--- config.mk ---
export PLATFORM = sky130hd
export DESIGN_NAME = dpm_ctrl
export DESIGN_NICKNAME = d
export VERILOG_FILES = /design/src/sv/dpm_pkg.sv /design/src/sv/dpm_ctrl.sv
export SDC_FILE = /design/constraint.sdc
export NUM_CORES = 1
export LEC_CHECK = 0
export ABC_AREA = 0
export BUFFER_PORTS_ARGS = -buffer_cell sky130_fd_sc_hd__buf_2
export CAP_MARGIN = 10
export CORE_MARGIN = 8
export CORE_UTILIZATION = 30
export DETAILED_ROUTE_END_ITERATION = 8
export GPL_TIMING_DRIVEN = 1
export PLACE_DENSITY = 0.58
export SYNTH_ARGS = -nofsm -noshare
export SYNTH_HDL_FRONTEND = slang
export SYNTH_SLANG_ARGS = --single-unit
--- constraint.sdc ---
create_clock -name i_clk -period 3.7 [get_ports i_clk]
set_input_delay 0.555 -clock i_clk [delete_from_list [all_inputs] [get_ports i_clk]]
set_output_delay 0.555 -clock i_clk [all_outputs]
set_load 0.005 [all_outputs]
--- src/sv/dpm_pkg.sv ---
package dpm_pkg;

    localparam int ACT_W      = 3;
    localparam int IDX_W      = 10;
    localparam int COORD_W    = 32;
    localparam int EP_W       = 8;
    localparam int ACNT_W     = 9;
    localparam int BCNT_W     = 10;
    localparam int ECNT_W     = BCNT_W + 1;
    localparam int TOL_W      = 16;
    localparam int CFG_IDX_W  = 2;
    localparam int CFG_DATA_W = 16;

    localparam logic [ACT_W-1:0] ACT_LOAD_ATOM = 3'd0;
    localparam logic [ACT_W-1:0] ACT_LOAD_EP   = 3'd1;
    localparam logic [ACT_W-1:0] ACT_RUN       = 3'd2;
    localparam logic [ACT_W-1:0] ACT_READ_KEEP = 3'd3;
    localparam logic [ACT_W-1:0] ACT_READ_EP   = 3'd4;

    localparam logic [CFG_IDX_W-1:0] CFG_ATOM_COUNT = 2'd0;
    localparam logic [CFG_IDX_W-1:0] CFG_BOND_COUNT = 2'd1;
    localparam logic [CFG_IDX_W-1:0] CFG_TOLERANCE  = 2'd2;

    // 0.001 in Q16.16, rounded
    localparam logic [TOL_W-1:0] TOL_RESET = 16'd66;

    typedef struct packed {
        logic coord_wr;      // load coordinates at the request index
        logic coord_rd;      // read coordinates at the sequencer atom address
        logic ref_load;      // latch coordinate read data as the reference atom
        logic keep_set;      // keep flag := 1 at the sequencer atom address
        logic keep_clr_dup;  // keep flag := 0 at the current duplicate
        logic keep_rd_item;  // read keep flag at the request index
        logic keep_rd_run;   // read keep flag at the sequencer atom address
        logic dup_wr;
        logic dup_rd;
        logic ep_load;       // load endpoint at the request index
        logic ep_rd_item;
        logic ep_rd_run;
        logic ep_fix;        // rewrite swept endpoint if it names the duplicate
        logic out_keep;
        logic out_ep;
        logic out_run;
    } t_cmd;

    typedef struct packed {
        logic              atom_ok;
        logic              ep_ok;
        logic              near;
        logic              keep_bit;
        logic              out_free;
        logic [ACNT_W-1:0] atom_cnt;
        logic [ECNT_W-1:0] ep_cnt;
    } t_status;

endpackage

--- src/sv/dpm_ctrl.sv ---
module dpm_ctrl #(
    parameter int MAX_ATOMS = 256,
    parameter int MAX_BONDS = 512
) (
    input  logic                          i_clk,
    input  logic                          i_rst_n,
    input  logic                          i_in_valid,
    input  logic [dpm_pkg::ACT_W-1:0]     i_action,
    input  dpm_pkg::t_status              i_status,
    output logic                          o_in_stall,
    output dpm_pkg::t_cmd                 o_cmd,
    output logic [$clog2(MAX_ATOMS)-1:0]  o_atom_addr,
    output logic [$clog2(MAX_ATOMS)-1:0]  o_dup_waddr,
    output logic [$clog2(MAX_ATOMS)-1:0]  o_dup_wdata,
    output logic [$clog2(MAX_ATOMS)-1:0]  o_dup_raddr,
    output logic [$clog2(2*MAX_BONDS)-1:0] o_ep_addr,
    output logic [$clog2(2*MAX_BONDS)-1:0] o_ep_waddr,
    output logic [dpm_pkg::EP_W-1:0]      o_fix_atom
);
    import dpm_pkg::*;

    localparam int AW = $clog2(MAX_ATOMS);
    localparam int EW = $clog2(2 * MAX_BONDS);

    typedef enum logic [3:0] {
        S_CLEAR,
        S_IDLE,
        S_RD_KEEP,
        S_RD_EP,
        S_MARK,
        S_A1_CHK,
        S_A1_WAIT,
        S_SCAN,
        S_DUP_RD,
        S_DUP_WAIT,
        S_SWEEP,
        S_DONE
    } t_state;

    t_state        r_state;
    logic [AW-1:0] r_a1;
    logic [AW:0]   r_a2;
    logic [AW-1:0] r_cnt;
    logic [AW-1:0] r_k;
    logic [EW:0]   r_e;
    logic          r_p1;
    logic [AW-1:0] r_p1_a2;
    logic          r_q1;
    logic [EW-1:0] r_q1_e;

    logic a2_in;
    logic a1_more;
    logic e_in;
    logic clr_last;
    logic dup_left;

    assign a2_in    = 32'(r_a2) < 32'(i_status.atom_cnt);
    assign a1_more  = (32'(r_a1) + 32'd1) < 32'(i_status.atom_cnt);
    assign e_in     = 32'(r_e) < 32'(i_status.ep_cnt);
    assign clr_last = 32'(r_a2) == 32'(MAX_ATOMS - 1);
    assign dup_left = r_k != r_cnt;

    assign o_in_stall  = r_state != S_IDLE;
    assign o_atom_addr = (r_state == S_A1_CHK) ? r_a1 : r_a2[AW-1:0];
    assign o_dup_waddr = r_cnt;
    assign o_dup_wdata = r_p1_a2;
    assign o_dup_raddr = r_k;
    assign o_ep_addr   = r_e[EW-1:0];
    assign o_ep_waddr  = r_q1_e;
    assign o_fix_atom  = EP_W'(r_a1);

    always_comb begin
        o_cmd = '0;
        unique case (r_state)
            S_CLEAR: o_cmd.keep_set = 1'b1;
            S_IDLE: begin
                if (i_in_valid) begin
                    unique case (i_action)
                        ACT_LOAD_ATOM: o_cmd.coord_wr     = i_status.atom_ok;
                        ACT_LOAD_EP:   o_cmd.ep_load      = i_status.ep_ok;
                        ACT_READ_KEEP: o_cmd.keep_rd_item = i_status.atom_ok;
                        ACT_READ_EP:   o_cmd.ep_rd_item   = i_status.ep_ok;
                        default: ;
                    endcase
                end
            end
            S_RD_KEEP: o_cmd.out_keep = i_status.out_free;
            S_RD_EP:   o_cmd.out_ep   = i_status.out_free;
            S_MARK:    o_cmd.keep_set = a2_in;
            S_A1_CHK: begin
                o_cmd.coord_rd    = a1_more;
                o_cmd.keep_rd_run = a1_more;
            end
            S_A1_WAIT: o_cmd.ref_load = i_status.keep_bit;
            S_SCAN: begin
                o_cmd.coord_rd = a2_in;
                o_cmd.dup_wr   = r_p1 && i_status.near;
            end
            S_DUP_RD:   o_cmd.dup_rd       = dup_left;
            S_DUP_WAIT: o_cmd.keep_clr_dup = 1'b1;
            S_SWEEP: begin
                o_cmd.ep_rd_run = e_in;
                o_cmd.ep_fix    = r_q1;
            end
            S_DONE: o_cmd.out_run = i_status.out_free;
            default: ;
        endcase
    end

    always_ff @(posedge i_clk) begin
        if (!i_rst_n) begin
            r_state <= S_CLEAR;
            r_a1    <= '0;
            r_a2    <= '0;
            r_cnt   <= '0;
            r_k     <= '0;
            r_e     <= '0;
            r_p1    <= 1'b0;
            r_p1_a2 <= '0;
            r_q1    <= 1'b0;
            r_q1_e  <= '0;
        end else begin
            unique case (r_state)
                // keep flags come out of reset as all ones
                S_CLEAR: begin
                    if (clr_last) begin
                        r_a2    <= '0;
                        r_state <= S_IDLE;
                    end else begin
                        r_a2 <= r_a2 + (AW+1)'(1);
                    end
                end
                S_IDLE: begin
                    if (i_in_valid) begin
                        unique case (i_action)
                            ACT_RUN: begin
                                r_a2    <= '0;
                                r_state <= S_MARK;
                            end
                            ACT_READ_KEEP: begin
                                if (i_status.atom_ok) r_state <= S_RD_KEEP;
                            end
                            ACT_READ_EP: begin
                                if (i_status.ep_ok) r_state <= S_RD_EP;
                            end
                            default: ;
                        endcase
                    end
                end
                S_RD_KEEP, S_RD_EP: begin
                    if (i_status.out_free) r_state <= S_IDLE;
                end
                S_MARK: begin
                    if (a2_in) begin
                        r_a2 <= r_a2 + (AW+1)'(1);
                    end else begin
                        r_a1    <= '0;
                        r_state <= S_A1_CHK;
                    end
                end
                S_A1_CHK: begin
                    r_state <= a1_more ? S_A1_WAIT : S_DONE;
                end
                S_A1_WAIT: begin
                    if (i_status.keep_bit) begin
                        r_a2    <= {1'b0, r_a1} + (AW+1)'(1);
                        r_cnt   <= '0;
                        r_p1    <= 1'b0;
                        r_state <= S_SCAN;
                    end else begin
                        r_a1    <= r_a1 + AW'(1);
                        r_state <= S_A1_CHK;
                    end
                end
                // one later atom per cycle, compared on the registered read data
                S_SCAN: begin
                    r_p1    <= a2_in;
                    r_p1_a2 <= r_a2[AW-1:0];
                    if (a2_in) r_a2 <= r_a2 + (AW+1)'(1);
                    if (r_p1 && i_status.near) r_cnt <= r_cnt + AW'(1);
                    if (!a2_in && !r_p1) begin
                        r_k     <= '0;
                        r_state <= S_DUP_RD;
                    end
                end
                S_DUP_RD: begin
                    if (dup_left) begin
                        r_state <= S_DUP_WAIT;
                    end else begin
                        r_a1    <= r_a1 + AW'(1);
                        r_state <= S_A1_CHK;
                    end
                end
                S_DUP_WAIT: begin
                    r_e     <= '0;
                    r_q1    <= 1'b0;
                    r_state <= S_SWEEP;
                end
                // read endpoint e, rewrite endpoint e-1
                S_SWEEP: begin
                    r_q1   <= e_in;
                    r_q1_e <= r_e[EW-1:0];
                    if (e_in) r_e <= r_e + (EW+1)'(1);
                    if (!e_in && !r_q1) begin
                        r_k     <= r_k + AW'(1);
                        r_state <= S_DUP_RD;
                    end
                end
                S_DONE: begin
                    if (i_status.out_free) r_state <= S_IDLE;
                end
                default: r_state <= S_IDLE;
            endcase
        end
    end

endmodule

; ---- Word-level counts from Yosys, hierarchy flattened
; Index checks and enable logic that the tools add are counted.
[op_classes]
n_addsub = 7
n_lt_le_gt_ge = 3
eq_ne = 34
n_mux = 56
n_reduce_logical = 23
[op_table]
columns = op, n
row1 = $mux 8, 8
row2 = $mux 9, 5
row3 = $mux 4, 10
row4 = $pmux 4 s10, 1
row5 = $pmux 9 s4, 1
row6 = $pmux 8 s2, 2
row7 = $add 8x1->8 const B, 3
row8 = $pmux 8 s3, 1
row9 = $pmux 11 s2, 1
row10 = $ne 2x2->1 const B, 10
row11 = $add 8x1->9 const B, 2
row12 = $lt 9x9->1, 2
row13 = $mux 1, 17
row14 = $eq 4x3->1 const B, 4
row15 = $eq 4x4->1 const B, 4
row16 = $pmux 4 s3, 1
row17 = $add 11x1->11 const B, 1
row18 = $lt 11x11->1, 1
row19 = $mux 11, 1
row20 = $add 9x1->9 const B, 1
row21 = $eq 9x8->1 const B, 1
row22 = $reduce_and 9->1, 1
row23 = $eq 4x2->1 const B, 2
row24 = $mux 2, 4
row25 = other kinds (23), 39
[totals]
reg_bits = 68
input_bits = 31
wordCells = 133

; ---- Logic depth before layout (Yosys ltp)
; Gate-level depths: netlist (run 1).
[depth]
word_depth = 5
depth_mapped = 12
mapped_depth_nobuf = 12

; ---- Worst setup path before layout (run 1)
; No wires, ideal clock.
[synth_timing]
kind = register to output
start = reg r_a1[0] (netlist: o_fix_atom[0])
end = out o_cmd[14] in the netlist's numbering
arrival_ns = 2.009
required_ns = 3.145
slack_ns = 1.136
stages_incl_launch_ff = 11
cell_sequence = dfxtp_1 > ha_1 > nand3_1 > nor2_1 > xor2_1 > ha_1 > nand3_1 > o221ai_1 > a21oi_1 > nand2_1 > nand2_1
[synth_rtl]
columns = element, line
row1 = start: declaration, dpm_ctrl.sv:41  ; logic [AW-1:0] r_a1;
row2 = start signal: assignment, dpm_ctrl.sv:171  ; r_a1 <= r_a1 + AW'(1);
row3 = start signal: assignment, dpm_ctrl.sv:190  ; r_a1 <= r_a1 + AW'(1);
row4 = end: declaration, dpm_ctrl.sv:11  ; output dpm_pkg::t_cmd o_cmd,

==> flow_summary.ini, run 1 <==
[setup_path]
rr_worst_depth = 13
cp_cell_sequence = ha_1, nand3_1, nor3_1, ha_1, nand3_1, o221ai_1, a21oi_1, nand2_1, nand2_1, buf_2
r2r-start = r_a2[0]
crit_fanout = 6
crit_family = simple AND/OR/NAND/NOR gates
critPathRequiredTime_ns = 3.14
cp.depth = 10
worst-path-buf-inv = 1
slowest_delay_ns = 0.41
path_class = register to output port
worstPathArrival_ns = 2.91
worst_setup_path_start_kind = register
cp-end-kind = output port
crit_slowest_cell = dfxtp_1
r2r-end = r_state[2]
reg2reg_slack_ns = 0.82

[floorplan]
die_x_um = 142
die_h_um = 142
die_area_mm2 = 0.0201
initial_utilization_pct = 30.3
core_mm2 = 0.0157
io_pins = 108
rows = 46

[sta]
period_needed_ns = 3.46
finalHoldViolations = 0
slew_headroom_pct = 54.5
fmax_ghz = 0.289
setup_tns_ns = 0
rsz0062_at_grt = no
finalSetupViolCount = 0
skew_ns = 0.00548
fin_crit_sh_pct = 93.6
worst_slew_pin_slew_ns = 0.680
drv_slew = 0

[synthesis]
synth_edf_count = 0
synth_compound_area_share_pct = 21.3
synth.distinct_cells = 66
seq_area_frac_synth_pct = 28.7
synth_warnings = 0
syn_avg_cell_area_um2 = 7.70
synth-main-ff-cell = dfxtp_1
synth_top_family_by_area = simple AND/OR/NAND/NOR gates
synth.area.mux_share_pct = 4.27
ys_top_cells_by_area = dfxtp_1 29%, ha_1 8.7%, nand2_1 7.6%, a21oi_1 5.8%, inv_1 3.4%
synth_xor_area_share_pct = 4.80
synth.net_count = 680
synth_top_cell_area_share_pct = 28.7
mappedNetlistArea_mm2 = 0.00475
synthSimpleGateAreaFrac_pct = 24.2
synth_top_area_cell = dfxtp_1
async_reset_ff_share_pct = 0
synth_adder_area_share_pct = 8.70
ys_ff_latch = 68
synth_cells = 616

[hold_path]
min_path_cells = 2
worst_hold_path_type = register to register
min_from = o_ep_waddr[6]
min_to = o_ep_waddr[6]

[global_routing]
busiest_layer = met2
use_met1_pct = 17.9
antenna_found_initial = 2
use_met3_pct = 5.54
grtUsageTotal_pct = 14.9
use_met2_pct = 24.9
grt_max_degree = 33
grt_pass1_vias = 4514
grt-ovfl-total = 0
grt_first_pass_wirelength_mm = 24.1

[cts]
root_buffer = clkbuf_16
clk_latency_ns = 0.34
post_cts_buffers = 0
cts.sinks = 68
cts_tree = yes
cts_max_level = 3
clk_path_buf_depth = 2
cts_made_buffers = 9
path_clk_slew_ns = 0.06

[place]
gp_congestion = 0.833
place_inst = 916
hpwl_mm = 11.3
portBuffers = 107

[pwr]
irDropWorstVdd_mv = 0.201
leakagePower_nw = 2.56
total_power_mw = 1.67
p_int_mw = 1.30
power_density_mw_per_mm2 = 291
pwr-share-seq_pct = 44.2
p_sw_share_pct = 22.2
clockPowerShare_pct = 50.2
power.switching_mw = 0.372
comb_power_share_pct = 5.6

[final_layout]
layout.nets = 775
num_antenna_cells = 0
fin_cells = 929
drive_gt1_share_pct = 22.0
area_growth_pct = 21.1

[run]
maxCapViolations = 0

[drt]
drtPass1Iterations = 4
drt-initial-drc-count = 253
route.detailed.drc = 0
drt_wl_total_mm = 14.9
viasPerCell = 5.11
via_count = 4748
drt.antenna.violating_nets = 0
post_drt_wl_per_cell_um = 16.1

[run_status]
status = completed
[cell usage after synthesis (5+ instances only)]
| cell | number |
|---|---|
| a2111o_1 | 7 |
| a211o_1 | 6 |
| a211oi_1 | 5 |
| a21o_1 | 5 |
| a21oi_1 | 55 |
| and2_1 | 6 |
| and3_1 | 14 |
| buf_2 | 10 |
| buf_4 | 12 |
| clkbuf_1 | 15 |
| dfxtp_1 | 68 |
| ha_1 | 33 |
| inv_1 | 43 |
| mux2_2 | 10 |
| mux2i_1 | 9 |
| nand2_1 | 96 |
| nand2b_1 | 7 |
| nand3_1 | 29 |
| nand4_1 | 10 |
| nor2_1 | 35 |
| nor3_1 | 11 |
| o2111ai_1 | 5 |
| o21ai_0 | 16 |
| o22ai_1 | 8 |
| o311ai_0 | 5 |
| o31ai_1 | 8 |
| or4_1 | 5 |
| xnor2_1 | 17 |
| xor2_1 | 9 |
[layer usage]
layer | wire length [um] | up-vias
li1 | - | 2393
met1 | 6640 | 2163
met2 | 6920 | 168
met3 | 1180 | 20
met4 | 195 | 4
met5 | 22 | -
[cell families after synthesis]
group	Yosys count
flops	68
compound gates	149
xor+xnor	26
mux	19
fa+ha+maj	33
simple gates	237
buf+inv	84
[placed cells by master, fill, tap and decap left out, types with 6 or more instances in the layout]
cell type	instances
buf_2	107
nand2_1	96
dfxtp_1	67
a21oi_1	55
inv_1	43
nor2_1	35
ha_1	33
nand3_1	29
buf_4	18
xnor2_1	17
o21ai_0	16
and3_1	14
nor3_1	11
nand4_1	10
mux2_2	10
xor2_1	9
mux2i_1	9
clkbuf_16	9
o31ai_1	8
o22ai_1	8
nand2b_1	7
a2111o_1	7
and2_1	6
a211o_1	6
[metrics by stage]
| stage | hold WS, ns | worst slack [ns] | instance area [um^2] | util, % |
|---|---|---|---|---|
| global route | 0.473 | 0.0746 | 5750 | 36.7 |
| floorplan | 0.453 | 1.14 | 4750 | - |
| detailed placement | 0.444 | 0.549 | 5470 | 34.9 |
| CTS | 0.451 | 0.156 | 5750 | 36.7 |
| finish | 0.450 | 0.238 | 5750 | 36.7 |
| global placement | 0.442 | 0.577 | 5470 | 34.9 |
[worst max-delay path by stage]
stage	end	from
finish	o_cmd[14]	o_fix_atom[1]
global route	o_cmd[9]	o_fix_atom[0]
CTS	o_cmd[14]	o_fix_atom[0]
detailed placement	o_cmd[14]	o_fix_atom[0]
global placement	o_cmd[14]	o_fix_atom[0]
floorplan	o_cmd[14]	o_fix_atom[0]
[tightest hold or removal path, cell delays in order, from the launching register on]
cell     delay (ns)
dfxtp_1        0.30
nand2_1        0.05
a21oi_1        0.05
[registers in the layout (all words and copies together), names as in the netlist]
name	count
o_dup_raddr	8
r_a2	9
r_q1	1
o_ep_waddr	10
r_state	4
o_dup_wdata	8
r_e	11
r_p1	1
o_dup_waddr	8
o_fix_atom	8
[cell type report]
type                       instances  area, um^2
clock buffer                      10         239
clock inverter                     3        40.0
fill                            1684        9910
inverter                          43         161
multi-input combinational        464        3000
sequential                        68        1360
tap                              216         270
timing repair buffer             125         671
[power by group through the flow]
stage	clock network [mW]	registers [mW]	logic, mW
2_1_floorplan	0	0.755	0.0491
3_3_place_gp	0	0.755	0.0935
3_5_place_dp	0	0.755	0.0940
4_1_cts	0.863	0.739	0.0949
5_1_grt	0.889	0.739	0.107
6_report	0.838	0.739	0.0938
[what timing repair did]
item / CTS / global route
hold buffers: 0 / 0
resized for setup: 0 / 1
setup endpoints to repair: 0 / 2
Power figures use the tool's default switching activity.
==> run 2, diff against run 1 <==
Clock period 3.7 ns to 3.87 ns, I/O delays scaled along.
==> flow_summary.ini, run 2 (same netlist as run 1, synthesis figures left out) <==
[sta]
fmax_ghz = 0.276
finalHoldViolations = 0
finalSetupViolCount = 0
worst_slew_pin_slew_ns = 0.653
setup_tns_ns = 0
whs_ns = 0.449
period_needed_ns = 3.62
drv_slew = 0
slew_headroom_pct = 56.4
fin_crit_sh_pct = 93.6
skew_ns = 0.00377
rsz0062_at_grt = no

[final_layout]
layout_commonest_cell = buf_2
fin_cells = 925
layout.nets = 769
num_antenna_cells = 0
top_register = r_e
largest_reg_flops = 11
drive_gt1_share_pct = 21.0
final_area_mm2 = 0.00571
final_cell_mix = 107 x buf_2, 96 x nand2_1, 68 x dfxtp_1, 55 x a21oi_1, 43 x inv_1
area_growth_pct = 20.3

[floorplan]
die_h_um = 142
die_area_mm2 = 0.0201
rows = 46
initial_utilization_pct = 30.3
core_mm2 = 0.0157
die_x_um = 142
io_pins = 108

[global_routing]
grt_first_pass_wirelength_mm = 23.9
antenna_found_initial = 2
grt-ovfl-total = 0
grtUsageTotal_pct = 14.9
grt_max_degree = 34
grt_pass1_vias = 4487

[setup_path]
r2r-end = r_state[0]
cp-end-kind = output port
cp.depth = 11
worstPathArrival_ns = 3.04
crit_family = simple AND/OR/NAND/NOR gates
r2r-start = o_fix_atom[0]
cp_cell_sequence = ha_1, nand3_1, nor2_1, xor2_1, ha_1, nand3_1, o221ai_1, a21oi_1, nand2_1, nand2_1, buf_2
critPathRequiredTime_ns = 3.29
crit_slowest_cell = dfxtp_1
crit_end = o_cmd[14]
worst_setup_path_start_kind = register
startpoint = o_fix_atom[0]
path_class = register to output port
reg2reg_slack_ns = 1.00
worst-path-buf-inv = 1
rr_worst_depth = 11
slowest_delay_ns = 0.51
crit_fanout = 9

[drt]
drt.antenna.violating_nets = 0
drt-initial-drc-count = 244
route.detailed.drc = 0
via_count = 4707
drt_wl_total_mm = 15.0
drtPass1Iterations = 4
post_drt_wl_per_cell_um = 16.2
viasPerCell = 5.09

[cts]
clk_path_buf_depth = 2
cts_resized = 0
cts.sinks = 68
path_clk_slew_ns = 0.06
clk_latency_ns = 0.34
cts_hold_buf = 0
cts_tree = yes
root_buffer = clkbuf_16
cts_max_level = 3
post_cts_buffers = 0
cts_made_buffers = 9

[place]
postPlaceCellArea_mm2 = 0.00542
place_inst = 910
gp_congestion = 0.825
portBuffers = 107
hpwl_mm = 11.3

[pwr]
power_density_mw_per_mm2 = 283
irDropWorstVdd_mv = 0.216
leakagePower_nw = 2.53
total_power_mw = 1.62

[run_status]
status = completed

[hold_path]
worst_hold_path_type = register to register

[run]
maxCapViolations = 0
run 2: cell types whose count changed in the layout (fill, tap and decap cells not counted):
cell	previous run	this run
clkbuf_1	0	3
clkinv_2	2	1
buf_4	18	12
dfxtp_1	67	68
dfxtp_2	1	0
run 2: routing by layer:
metal	track usage (%)	vias up	routed length, um
li1	-	2376	-
met1	17.9	2164	6710
met2	24.3	145	7020
met3	5.54	18	1130
met4	4.69	4	147
met5	0	-	22
run 2: tightest hold or removal path, delay by kind of cell (launching register included):
kind	cells	cell delay [ns]
AOI/OAI and AO/OA	1	0.05
DFF	1	0.30
and+or+nand+nor	1	0.05
run 2: where the power goes:
part / internal, mW / switching [mW]
combinational: 0.0347 / 0.0537
clock: 0.513 / 0.310
sequential: 0.703 / 0.00278
total: 1.25 / 0.366
run 2: worst min-delay path by stage:
stage	startpoint	cells past startpoint	end	slack, ns
2_1_floorplan	o_dup_wdata[0]	2	o_dup_wdata[0]	0.45
3_3_place_gp	o_ep_waddr[5]	2	o_ep_waddr[5]	0.44
3_5_place_dp	o_ep_waddr[5]	2	o_ep_waddr[5]	0.45
4_1_cts	o_ep_waddr[5]	2	o_ep_waddr[5]	0.45
5_1_grt	o_ep_waddr[4]	2	o_ep_waddr[4]	0.47
6_report	o_ep_waddr[5]	2	o_ep_waddr[5]	0.45
run 2: layout make-up:
class / instances / area, um^2
Timing Repair Buffer: 119 / 626
Clock buffer: 13 / 250
Multi-Input combinational cell: 464 / 3000
Fill cell: 1724 / 9950
Clock inverter: 2 / 35.0
Sequential cell: 68 / 1360
Tap cell: 216 / 270
Inverter: 43 / 161
run 2: metrics by stage:
stage	setup WS [ns]	util (%)
after global routing	0.0524	36.5
final	0.246	36.5
after CTS	0.293	36.5
after global placement	0.713	34.6
after detailed placement	0.679	34.6
after floorplan	1.28	-
